--- config.mk ---
export PLATFORM = sky130hd
export DESIGN_NAME = sha1_byte_stream_hasher_unit
export DESIGN_NICKNAME = d
export VERILOG_FILES = /design/src/sha1bs_pkg.sv /design/src/sha1bs_front.sv /design/src/sha1bs_engine.sv /design/src/sha1bs_back.sv /design/src/sha1_byte_stream_hasher_unit.sv
export SDC_FILE = /design/constraint.sdc
export NUM_CORES = 2
export LEC_CHECK = 0
export BUFFER_PORTS_ARGS = -buffer_cell sky130_fd_sc_hd__buf_2
export CORE_MARGIN = 2
export CORE_UTILIZATION = 30
export DETAILED_ROUTE_END_ITERATION = 12
export PLACE_DENSITY_LB_ADDON = 0.1
export SLEW_MARGIN = 10
export SYNTH_ARGS = -nofsm -noshare
export SYNTH_HDL_FRONTEND = slang
export SYNTH_SLANG_ARGS = --single-unit
--- constraint.sdc ---
create_clock -name clk -period 49.8 [get_ports clk]
set_clock_uncertainty 0.05 [all_clocks]
set_input_delay 7.47 -clock clk [delete_from_list [all_inputs] [get_ports clk]]
set_output_delay 7.47 -clock clk [all_outputs]
set_load 0.03 [all_outputs]
--- src/sha1bs_pkg.sv ---
package sha1bs_pkg;

    // Classified request kinds; requests with neither byte nor end are dropped at the front
    typedef enum logic [1:0] {
        KIND_BYTE     = 2'b01,
        KIND_END      = 2'b10,
        KIND_BYTE_END = 2'b11
    } cmd_kind_t;

    typedef struct packed {
        cmd_kind_t   kind;
        logic [7:0]  data;
    } cmd_t;

    // Control from the sequencer to the compression engine
    typedef struct packed {
        logic start;
        logic load_init;
    } eng_ctrl_t;

    typedef struct packed {
        logic busy;
    } eng_status_t;

    localparam int BLOCK_BYTES  = 64;
    localparam int BLOCK_BITS   = 512;
    localparam int DIGEST_WORDS = 5;
    localparam int ROUNDS       = 80;
    localparam int LEN_OFFSET   = 56;

    localparam logic [159:0] SHA1_IV = {
        32'h67452301, 32'hEFCDAB89, 32'h98BADCFE, 32'h10325476, 32'hC3D2E1F0
    };

    localparam logic [31:0] K_00_19 = 32'h5A827999;
    localparam logic [31:0] K_20_39 = 32'h6ED9EBA1;
    localparam logic [31:0] K_40_59 = 32'h8F1BBCDC;
    localparam logic [31:0] K_60_79 = 32'hCA62C1D6;

    localparam logic [7:0] PAD_MARK = 8'h80;

endpackage

--- src/sha1bs_front.sv ---
module sha1bs_front #(
    parameter int QUEUE_DEPTH = 4
) (
    input  logic               clk,
    input  logic               rst_n,
    input  logic [7:0]         data_byte,
    input  logic               byte_present,
    input  logic               end_of_message,
    input  logic               push,
    output logic               full,
    output sha1bs_pkg::cmd_t   cmd,
    output logic               cmd_valid,
    input  logic               cmd_take
);

    localparam int PW = (QUEUE_DEPTH > 1) ? $clog2(QUEUE_DEPTH) : 1;
    localparam int CW = $clog2(QUEUE_DEPTH + 1);

    sha1bs_pkg::cmd_t queue_mem [QUEUE_DEPTH];
    logic [PW-1:0]    wr_ptr_reg, wr_ptr_next;
    logic [PW-1:0]    rd_ptr_reg, rd_ptr_next;
    logic [CW-1:0]    count_reg, count_next;
    sha1bs_pkg::cmd_t in_cmd;
    logic             keep;
    logic             wr_en;
    logic             rd_en;

    // Classify the incoming request
    always_comb
    begin
        keep        = byte_present | end_of_message;
        in_cmd.data = data_byte;
        if (byte_present && end_of_message)
            in_cmd.kind = sha1bs_pkg::KIND_BYTE_END;
        else if (byte_present)
            in_cmd.kind = sha1bs_pkg::KIND_BYTE;
        else
            in_cmd.kind = sha1bs_pkg::KIND_END;
    end

    assign full      = (count_reg == CW'(QUEUE_DEPTH));
    assign cmd_valid = (count_reg != '0);
    assign cmd       = queue_mem[rd_ptr_reg];
    assign wr_en     = push & ~full & keep;
    assign rd_en     = cmd_take & cmd_valid;

    // Pointer and count update
    always_comb
    begin
        wr_ptr_next = wr_ptr_reg;
        rd_ptr_next = rd_ptr_reg;
        count_next  = count_reg;
        if (wr_en)
            wr_ptr_next = (wr_ptr_reg == PW'(QUEUE_DEPTH - 1)) ? '0 : wr_ptr_reg + 1'b1;
        if (rd_en)
            rd_ptr_next = (rd_ptr_reg == PW'(QUEUE_DEPTH - 1)) ? '0 : rd_ptr_reg + 1'b1;
        if (wr_en && !rd_en)
            count_next = count_reg + 1'b1;
        else if (rd_en && !wr_en)
            count_next = count_reg - 1'b1;
    end

    always_ff @(posedge clk or negedge rst_n)
    begin
        if (!rst_n)
        begin
            wr_ptr_reg <= '0;
            rd_ptr_reg <= '0;
            count_reg  <= '0;
        end
        else
        begin
            wr_ptr_reg <= wr_ptr_next;
            rd_ptr_reg <= rd_ptr_next;
            count_reg  <= count_next;
        end
    end

    // Queue storage
    always_ff @(posedge clk)
    begin
        if (wr_en)
            queue_mem[wr_ptr_reg] <= in_cmd;
    end

endmodule

--- src/sha1bs_engine.sv ---
module sha1bs_engine (
    input  logic                         clk,
    input  logic                         rst_n,
    input  sha1bs_pkg::eng_ctrl_t        ctrl,
    output sha1bs_pkg::eng_status_t      status,
    input  logic [sha1bs_pkg::BLOCK_BITS-1:0] block,
    output logic [159:0]                 chain
);

    logic [159:0] chain_reg;
    logic [31:0]  win_reg [16];
    logic [31:0]  a_reg, b_reg, c_reg, d_reg, e_reg;
    logic [6:0]   round_reg;
    logic         busy_reg;
    logic [31:0]  f_val;
    logic [31:0]  k_val;
    logic [31:0]  w_new;
    logic [31:0]  w_mix;
    logic [31:0]  t_sum;

    assign chain       = chain_reg;
    assign status.busy = busy_reg;

    // Round function and constant by round range
    always_comb
    begin
        if (round_reg < 7'd20)
        begin
            f_val = (b_reg & c_reg) | (~b_reg & d_reg);
            k_val = sha1bs_pkg::K_00_19;
        end
        else if (round_reg < 7'd40)
        begin
            f_val = b_reg ^ c_reg ^ d_reg;
            k_val = sha1bs_pkg::K_20_39;
        end
        else if (round_reg < 7'd60)
        begin
            f_val = (b_reg & c_reg) | (b_reg & d_reg) | (c_reg & d_reg);
            k_val = sha1bs_pkg::K_40_59;
        end
        else
        begin
            f_val = b_reg ^ c_reg ^ d_reg;
            k_val = sha1bs_pkg::K_60_79;
        end
        w_mix = win_reg[13] ^ win_reg[8] ^ win_reg[2] ^ win_reg[0];
        w_new = {w_mix[30:0], w_mix[31]};
        t_sum = {a_reg[26:0], a_reg[31:27]} + f_val + e_reg + win_reg[0] + k_val;
    end

    // Control: round counter and busy flag
    always_ff @(posedge clk or negedge rst_n)
    begin
        if (!rst_n)
        begin
            busy_reg  <= 1'b0;
            round_reg <= '0;
        end
        else if (ctrl.start)
        begin
            busy_reg  <= 1'b1;
            round_reg <= '0;
        end
        else if (busy_reg)
        begin
            if (round_reg == 7'(sha1bs_pkg::ROUNDS))
                busy_reg <= 1'b0;
            else
                round_reg <= round_reg + 1'b1;
        end
    end

    // Chaining value: feed-forward add after the last round
    always_ff @(posedge clk or negedge rst_n)
    begin
        if (!rst_n)
            chain_reg <= sha1bs_pkg::SHA1_IV;
        else if (ctrl.load_init)
            chain_reg <= sha1bs_pkg::SHA1_IV;
        else if (busy_reg && round_reg == 7'(sha1bs_pkg::ROUNDS))
        begin
            chain_reg[159:128] <= chain_reg[159:128] + a_reg;
            chain_reg[127:96]  <= chain_reg[127:96]  + b_reg;
            chain_reg[95:64]   <= chain_reg[95:64]   + c_reg;
            chain_reg[63:32]   <= chain_reg[63:32]   + d_reg;
            chain_reg[31:0]    <= chain_reg[31:0]    + e_reg;
        end
    end

    // Working variables and rolling schedule window
    always_ff @(posedge clk)
    begin
        if (ctrl.start)
        begin
            for (int j = 0; j < 16; j++)
                win_reg[j] <= block[sha1bs_pkg::BLOCK_BITS - 1 - 32 * j -: 32];
            a_reg <= chain_reg[159:128];
            b_reg <= chain_reg[127:96];
            c_reg <= chain_reg[95:64];
            d_reg <= chain_reg[63:32];
            e_reg <= chain_reg[31:0];
        end
        else if (busy_reg && round_reg != 7'(sha1bs_pkg::ROUNDS))
        begin
            for (int j = 0; j < 15; j++)
                win_reg[j] <= win_reg[j + 1];
            win_reg[15] <= w_new;
            e_reg <= d_reg;
            d_reg <= c_reg;
            c_reg <= {b_reg[1:0], b_reg[31:2]};
            b_reg <= a_reg;
            a_reg <= t_sum;
        end
    end

endmodule

--- src/sha1bs_back.sv ---
module sha1bs_back (
    input  logic                         clk,
    input  logic                         rst_n,
    input  sha1bs_pkg::cmd_t             cmd,
    input  logic                         cmd_valid,
    output logic                         cmd_take,
    output sha1bs_pkg::eng_ctrl_t        ctrl,
    input  sha1bs_pkg::eng_status_t      status,
    input  logic [159:0]                 chain,
    output logic [sha1bs_pkg::BLOCK_BITS-1:0] block,
    output logic [31:0]                  digest_word,
    output logic [2:0]                   word_index,
    output logic                         last_word,
    output logic                         empty,
    input  logic                         pop
);

    typedef enum logic [4:0] {
        S_IDLE = 5'b00001,
        S_PAD  = 5'b00010,
        S_ZERO = 5'b00100,
        S_LEN  = 5'b01000,
        S_WAIT = 5'b10000
    } state_t;

    state_t      state_reg, state_next;
    logic [sha1bs_pkg::BLOCK_BITS-1:0] block_reg;
    logic [5:0]  fill_reg;
    logic        full_reg;
    logic [63:0] bit_len_reg;
    logic [2:0]  len_idx_reg;
    logic [31:0] hold_reg [sha1bs_pkg::DIGEST_WORDS];
    logic        hold_valid_reg;
    logic [2:0]  out_idx_reg;
    logic        append_en;
    logic [7:0]  append_byte;
    logic        count_en;
    logic        len_step;
    logic        digest_load;
    logic [2:0]  len_sel;
    logic [7:0]  len_byte;
    logic        out_take;

    assign block    = block_reg;
    assign len_sel  = 3'd7 - len_idx_reg;
    assign len_byte = bit_len_reg[{len_sel, 3'b000} +: 8];

    // Start a compression once a block is complete and the engine is free
    assign ctrl.start     = full_reg & ~status.busy;
    assign ctrl.load_init = digest_load;

    // Padding sequencer
    always_comb
    begin
        state_next  = state_reg;
        cmd_take    = 1'b0;
        append_en   = 1'b0;
        append_byte = cmd.data;
        count_en    = 1'b0;
        len_step    = 1'b0;
        digest_load = 1'b0;
        unique case (state_reg)
            S_IDLE:
            begin
                if (cmd_valid && !full_reg)
                begin
                    cmd_take = 1'b1;
                    unique case (cmd.kind)
                        sha1bs_pkg::KIND_BYTE:
                        begin
                            append_en = 1'b1;
                            count_en  = 1'b1;
                        end
                        sha1bs_pkg::KIND_BYTE_END:
                        begin
                            append_en  = 1'b1;
                            count_en   = 1'b1;
                            state_next = S_PAD;
                        end
                        sha1bs_pkg::KIND_END:
                            state_next = S_PAD;
                        default:
                            state_next = S_IDLE;
                    endcase
                end
            end
            S_PAD:
            begin
                if (!full_reg)
                begin
                    append_en   = 1'b1;
                    append_byte = sha1bs_pkg::PAD_MARK;
                    state_next  = S_ZERO;
                end
            end
            S_ZERO:
            begin
                if (!full_reg)
                begin
                    if (fill_reg == 6'(sha1bs_pkg::LEN_OFFSET))
                        state_next = S_LEN;
                    else
                    begin
                        append_en   = 1'b1;
                        append_byte = 8'h00;
                    end
                end
            end
            S_LEN:
            begin
                if (!full_reg)
                begin
                    append_en   = 1'b1;
                    append_byte = len_byte;
                    len_step    = 1'b1;
                    if (len_idx_reg == 3'd7)
                        state_next = S_WAIT;
                end
            end
            S_WAIT:
            begin
                if (!full_reg && !status.busy && !hold_valid_reg)
                begin
                    digest_load = 1'b1;
                    state_next  = S_IDLE;
                end
            end
            default:
                state_next = S_IDLE;
        endcase
    end

    always_ff @(posedge clk or negedge rst_n)
    begin
        if (!rst_n)
        begin
            state_reg   <= S_IDLE;
            len_idx_reg <= '0;
            bit_len_reg <= '0;
        end
        else
        begin
            state_reg <= state_next;
            if (len_step)
                len_idx_reg <= len_idx_reg + 1'b1;
            if (digest_load)
                bit_len_reg <= '0;
            else if (count_en)
                bit_len_reg <= bit_len_reg + 64'd8;
        end
    end

    // Block collector: bytes shift in, first byte ends up in the top lane
    always_ff @(posedge clk or negedge rst_n)
    begin
        if (!rst_n)
        begin
            fill_reg <= '0;
            full_reg <= 1'b0;
        end
        else if (append_en)
        begin
            fill_reg <= fill_reg + 1'b1;
            if (fill_reg == 6'(sha1bs_pkg::BLOCK_BYTES - 1))
                full_reg <= 1'b1;
        end
        else if (ctrl.start)
            full_reg <= 1'b0;
    end

    always_ff @(posedge clk)
    begin
        if (append_en)
            block_reg <= {block_reg[sha1bs_pkg::BLOCK_BITS-9:0], append_byte};
    end

    // Digest hold: words leave h0 first
    assign out_take    = pop & hold_valid_reg;
    assign empty       = ~hold_valid_reg;
    assign digest_word = hold_reg[0];
    assign word_index  = out_idx_reg;
    assign last_word   = (out_idx_reg == 3'(sha1bs_pkg::DIGEST_WORDS - 1));

    always_ff @(posedge clk or negedge rst_n)
    begin
        if (!rst_n)
        begin
            hold_valid_reg <= 1'b0;
            out_idx_reg    <= '0;
        end
        else if (digest_load)
        begin
            hold_valid_reg <= 1'b1;
            out_idx_reg    <= '0;
        end
        else if (out_take)
        begin
            if (last_word)
            begin
                hold_valid_reg <= 1'b0;
                out_idx_reg    <= '0;
            end
            else
                out_idx_reg <= out_idx_reg + 1'b1;
        end
    end

    always_ff @(posedge clk)
    begin
        if (digest_load)
        begin
            for (int i = 0; i < sha1bs_pkg::DIGEST_WORDS; i++)
                hold_reg[i] <= chain[159 - 32 * i -: 32];
        end
        else if (out_take)
        begin
            for (int i = 0; i < sha1bs_pkg::DIGEST_WORDS - 1; i++)
                hold_reg[i] <= hold_reg[i + 1];
        end
    end

endmodule

--- src/sha1_byte_stream_hasher_unit.sv ---
// SHA-1 hasher for a byte stream.
// Input queue: drive data_byte, byte_present and end_of_message with push; a
// request is taken on a clock edge with push high and full low. A request with
// end_of_message set (with or without a byte) closes the message.
// Result queue: while empty is low, digest_word/word_index/last_word show the
// oldest digest word; pop takes it. Five words per message, h0 first.
// Throughput: one byte per cycle into the block collector, except while a
// message is being padded or a full block waits for the round engine; each
// 64-byte block takes 80 rounds plus the feed-forward add in the round engine,
// overlapped with collecting the next block. Closing a message runs one final
// compression before the first digest word, or two when the padding spills
// into a second block, and first waits for the engine if it is still busy
// with the previous full block.
// Reset clears the queues and loads the initial chaining value; no clearing
// pass. If the receiver stalls, the digest is held and the next message keeps
// hashing; a further digest waits until the held one is fully popped.
module sha1_byte_stream_hasher_unit #(
    parameter int QUEUE_DEPTH = 4
) (
    input  logic        clk,
    input  logic        rst_n,
    input  logic [7:0]  data_byte,
    input  logic        byte_present,
    input  logic        end_of_message,
    input  logic        push,
    output logic        full,
    output logic [31:0] digest_word,
    output logic [2:0]  word_index,
    output logic        last_word,
    output logic        empty,
    input  logic        pop
);

    sha1bs_pkg::cmd_t          cmd;
    logic                      cmd_valid;
    logic                      cmd_take;
    sha1bs_pkg::eng_ctrl_t     eng_ctrl;
    sha1bs_pkg::eng_status_t   eng_status;
    logic [159:0]              chain;
    logic [sha1bs_pkg::BLOCK_BITS-1:0] block;

    sha1bs_front #(
        .QUEUE_DEPTH (QUEUE_DEPTH)
    ) u_front (
        .clk            (clk),
        .rst_n          (rst_n),
        .data_byte      (data_byte),
        .byte_present   (byte_present),
        .end_of_message (end_of_message),
        .push           (push),
        .full           (full),
        .cmd            (cmd),
        .cmd_valid      (cmd_valid),
        .cmd_take       (cmd_take)
    );

    sha1bs_engine u_engine (
        .clk    (clk),
        .rst_n  (rst_n),
        .ctrl   (eng_ctrl),
        .status (eng_status),
        .block  (block),
        .chain  (chain)
    );

    sha1bs_back u_back (
        .clk         (clk),
        .rst_n       (rst_n),
        .cmd         (cmd),
        .cmd_valid   (cmd_valid),
        .cmd_take    (cmd_take),
        .ctrl        (eng_ctrl),
        .status      (eng_status),
        .chain       (chain),
        .block       (block),
        .digest_word (digest_word),
        .word_index  (word_index),
        .last_word   (last_word),
        .empty       (empty),
        .pop         (pop)
    );

endmodule

==> impl_summary.txt <==
----------------------------------------------------
[Synth]
  Register area share after synthesis ... 62.7%
  FF+latch count, synth ... 1639
  Post-Synthesis Net Count ... 6879
  Mean cell area of the mapped netlist ... 11.8 µm²
  Main synth FF type ... sky130_fd_sc_hd__edfxtp_1
  Number of enable-type register cells in the synthesized netlist ... 1384
  Gate count after technology mapping ... 6505
  Number of warnings printed during yosys synthesis ... 0
  Fraction of registers with async set or reset after synthesis ... 15.6%
  Syn Std Cell Area ... 76600 µm²
  Synth cell types ... 103

[Timing]
  Setup repair after global routing missed its margin ... no
  Final critical-path share of the clock period ... 18.9%
  Total count of hold-check failures in the final report ... 0
  Measured slew at the worst slew-check pin ... 1.17 ns
  Final critical path time including I/O delays and setup ... 9.41 ns
  Final number of setup-violating endpoints ... 0
  Max-slew violation total from the final report ... 0
  Total Negative Setup Slacks ... 0 ns
  Fmax ... 106 MHz
  Max-slew headroom at the worst pin ... 21.3%

[Global route]
  Pin count of the biggest net entering global routing ... 178
  Number of antenna violations at the first check in global routing ... 6
  Total overflow reported by the global router ... 0
  Vias in the first global route ... 48400
  Overall track demand over capacity in global routing ... 16.4%
  Global-route wire length before repair ... 321000 µm

[Clocking]
  Clock Sink Count ... 1639
  Clock-pin slew reported for the worst setup and hold paths after clock tree synthesis ... 0.06 ns
  Buffers from clock root to sink, at most ... 3
  Hold-fix buffer count after cts ... 0
  Gates resized, CTS repair ... 0
  Count of buffers added by post-CTS timing repair for setup ... 0
  CTS H-Tree Depth ... 4
  Clock tree from TritonCTS ... built
  CTS root buf ... sky130_fd_sc_hd__clkbuf_16
  Worst-skew pair later-pin latency ... 0.85 ns
  Number of clock buffers inserted by TritonCTS ... 189

[Floorplanning]
  Standard-cell row count ... 185
  Effective utilization at floorplan ... 30.2%
  Core Area ... 254000 µm²
  Die outline width ... 509 µm
  Vertical extent of the die ... 509 µm
  Num ports ... 52
  Area of the die ... 259000 µm²

[Critical path]
  Category of the most critical setup path ... reg2out
  Required @ worst endpoint ... 42.28 ns
  Type of destination of the critical path ... output port
  Critical path data arrival time ... 1.89 ns
  Sort of element at the start of the critical path ... register
  Worst-path maximum fanout ... 5

[Layout]
  Area added between synthesis and finish ... 13.3%
  Nets@finish ... 6909
  Fraction of layout instances using a drive strength above 1 ... 10.4%
  Finished layout cell area ... 86800 µm²

[Power and ir drop]
  Power per Cell Area ... 46.2 nW/µm²
  Worst ir drop on vdd ... 0.0653 mV
  Total leakage power ... 0.0335 µW

[Route]
  Residual DRC count ... 0
  Number of nets still failing antenna checks after routing ... 0
  Routed len/inst ... 21.1 µm
  Number of vias per cell ... 4.70
  Overall via count from detail_route ... 47300
  Count of TritonRoute iterations in the first routing pass ... 5
  Number of design-rule violations left by the first detailed-router iteration ... 3127
  Total wire length ... 213000 µm

[Placement]
  Standard cell area after detailed placement ... 80500 µm²
  Buffers on Ports ... 51
  Placed wire-length estimate after detailed placement ... 139000 µm
  Routability cong. ... 0.830

[Flow run]
  Number of max-capacitance violations reported ... 0

[Run status]
  Result of the run ... complete, no violations

[Min path]
  Min-Delay Path Class ... reg2reg

----------------------------------------------------
-- routing by layer --
layer	routed length (µm)	up-vias	GRT usage, %
met5	0	-	0
met4	4870	0	4.16
met3	6200	259	2.08
met2	99600	675	26.4
met1	102000	23700	23.3
li1	-	22700	-
-- cells in the mapped netlist (43+ instances only) --
library cell               instances  area share, %
sky130_fd_sc_hd__dfrtp_1         174            5.7
sky130_fd_sc_hd__xor2_1          116            1.3
sky130_fd_sc_hd__clkbuf_1        213            1.0
sky130_fd_sc_hd__inv_1           236            1.2
sky130_fd_sc_hd__ha_1            235            3.8
sky130_fd_sc_hd__xnor2_1         181            2.1
sky130_fd_sc_hd__dfstp_2          81            2.8
sky130_fd_sc_hd__nor2b_1          43           0.35
sky130_fd_sc_hd__a21o_1           65           0.64
sky130_fd_sc_hd__edfxtp_1       1384             54
sky130_fd_sc_hd__nor2_1          311            1.5
sky130_fd_sc_hd__fa_1            125            3.3
sky130_fd_sc_hd__o21ai_0         185            1.2
sky130_fd_sc_hd__nor3_1           45           0.29
sky130_fd_sc_hd__mux2_2          134            2.0
sky130_fd_sc_hd__nand2_1        2027            9.9
sky130_fd_sc_hd__a21oi_1         281            1.8
sky130_fd_sc_hd__nand3_1          51           0.33
sky130_fd_sc_hd__o21ai_1          43           0.28
-- cell families after synthesis --
family | share of synthesized area [%]
fa+ha+maj | 7.11
mux | 2.86
flops | 62.7
buf+inv | 2.68
xor+xnor | 3.40
compound gates | 7.03
simple gates | 14.2
-- cell type report --
type,count,area (µm²)
multi-input cells,4356,26600
repair buffers,112,786
fillers,25300,167000
well taps,3366,4210
inverters,237,892
diodes,6,15.0
flip-flops and latches,1639,48000
clock buffers,231,4990
clock inverters,122,1210
-- metrics by stage --
step | instances | util [%] | hold WS (ns) | total power [µW] | setup WS [ns]
3_5_place_dp | 9710 | 31.7 | 0.381 | 2660 | 39.82
3_3_place_gp | 9710 | 31.7 | 0.377 | 2650 | 39.89
2_1_floorplan | 6505 | - | 0.376 | 2640 | 17.54
4_1_cts | 10100 | 34.2 | 0.357 | 4080 | 40.28
5_1_grt | 10100 | 34.2 | 0.378 | 4210 | 40.27
6_report | 10100 | 34.2 | 0.373 | 4010 | 40.39
-- worst paths after layout --
| kind | cells after the start | startpoint | endpoint | slack [ns] |
|---|---|---|---|---|
| worst min-delay path | 0 | u_back.block[298]$_DFFE_PP_ | u_back.block[306]$_DFFE_PP_ | 0.37 |
| min in group asynchronous | 1 | rst_n | u_engine.chain[73]$_DFFE_PN0P_ | 6.70 |
| max in group asynchronous | 2 | rst_n | u_engine.chain[54]$_DFFE_PN0P_ | 41.58 |
| worst max register to register | 25 | u_engine.round_reg[4]$_DFFE_PN0P_ | u_engine.a_reg[31]$_DFFE_PP_ | 41.84 |
| worst max-delay path | 4 | u_back.word_index[0]$_DFFE_PN0P_ | last_word | 40.39 |
| worst min register to register | 0 | u_back.block[298]$_DFFE_PP_ | u_back.block[306]$_DFFE_PP_ | 0.37 |
-- report_power, final --
group          internal [µW]  switching (µW)
clock network            791             605
logic                    172             381
registers               1910             148
-- critical path, cell delays in order (launching register included) --
cell	delay (ns)
sky130_fd_sc_hd__dfrtp_1	0.42
sky130_fd_sc_hd__inv_1	0.07
sky130_fd_sc_hd__ha_1	0.20
sky130_fd_sc_hd__and2_1	0.18
sky130_fd_sc_hd__buf_2	0.18
-- placed cells by master, fill, tap and decap left out, types with 134 or more instances in the layout --
cell type | synthesis | final
sky130_fd_sc_hd__mux2_2 | 134 | 134
sky130_fd_sc_hd__clkbuf_16 | 0 | 190
sky130_fd_sc_hd__inv_1 | 236 | 235
sky130_fd_sc_hd__nand2_1 | 2027 | 2023
sky130_fd_sc_hd__a21oi_1 | 281 | 281
sky130_fd_sc_hd__dfrtp_1 | 174 | 174
sky130_fd_sc_hd__edfxtp_1 | 1384 | 1384
sky130_fd_sc_hd__o21ai_0 | 185 | 185
sky130_fd_sc_hd__nor2_1 | 311 | 308
sky130_fd_sc_hd__ha_1 | 235 | 235
sky130_fd_sc_hd__xnor2_1 | 181 | 181
Power figures use the tool's default switching activity.
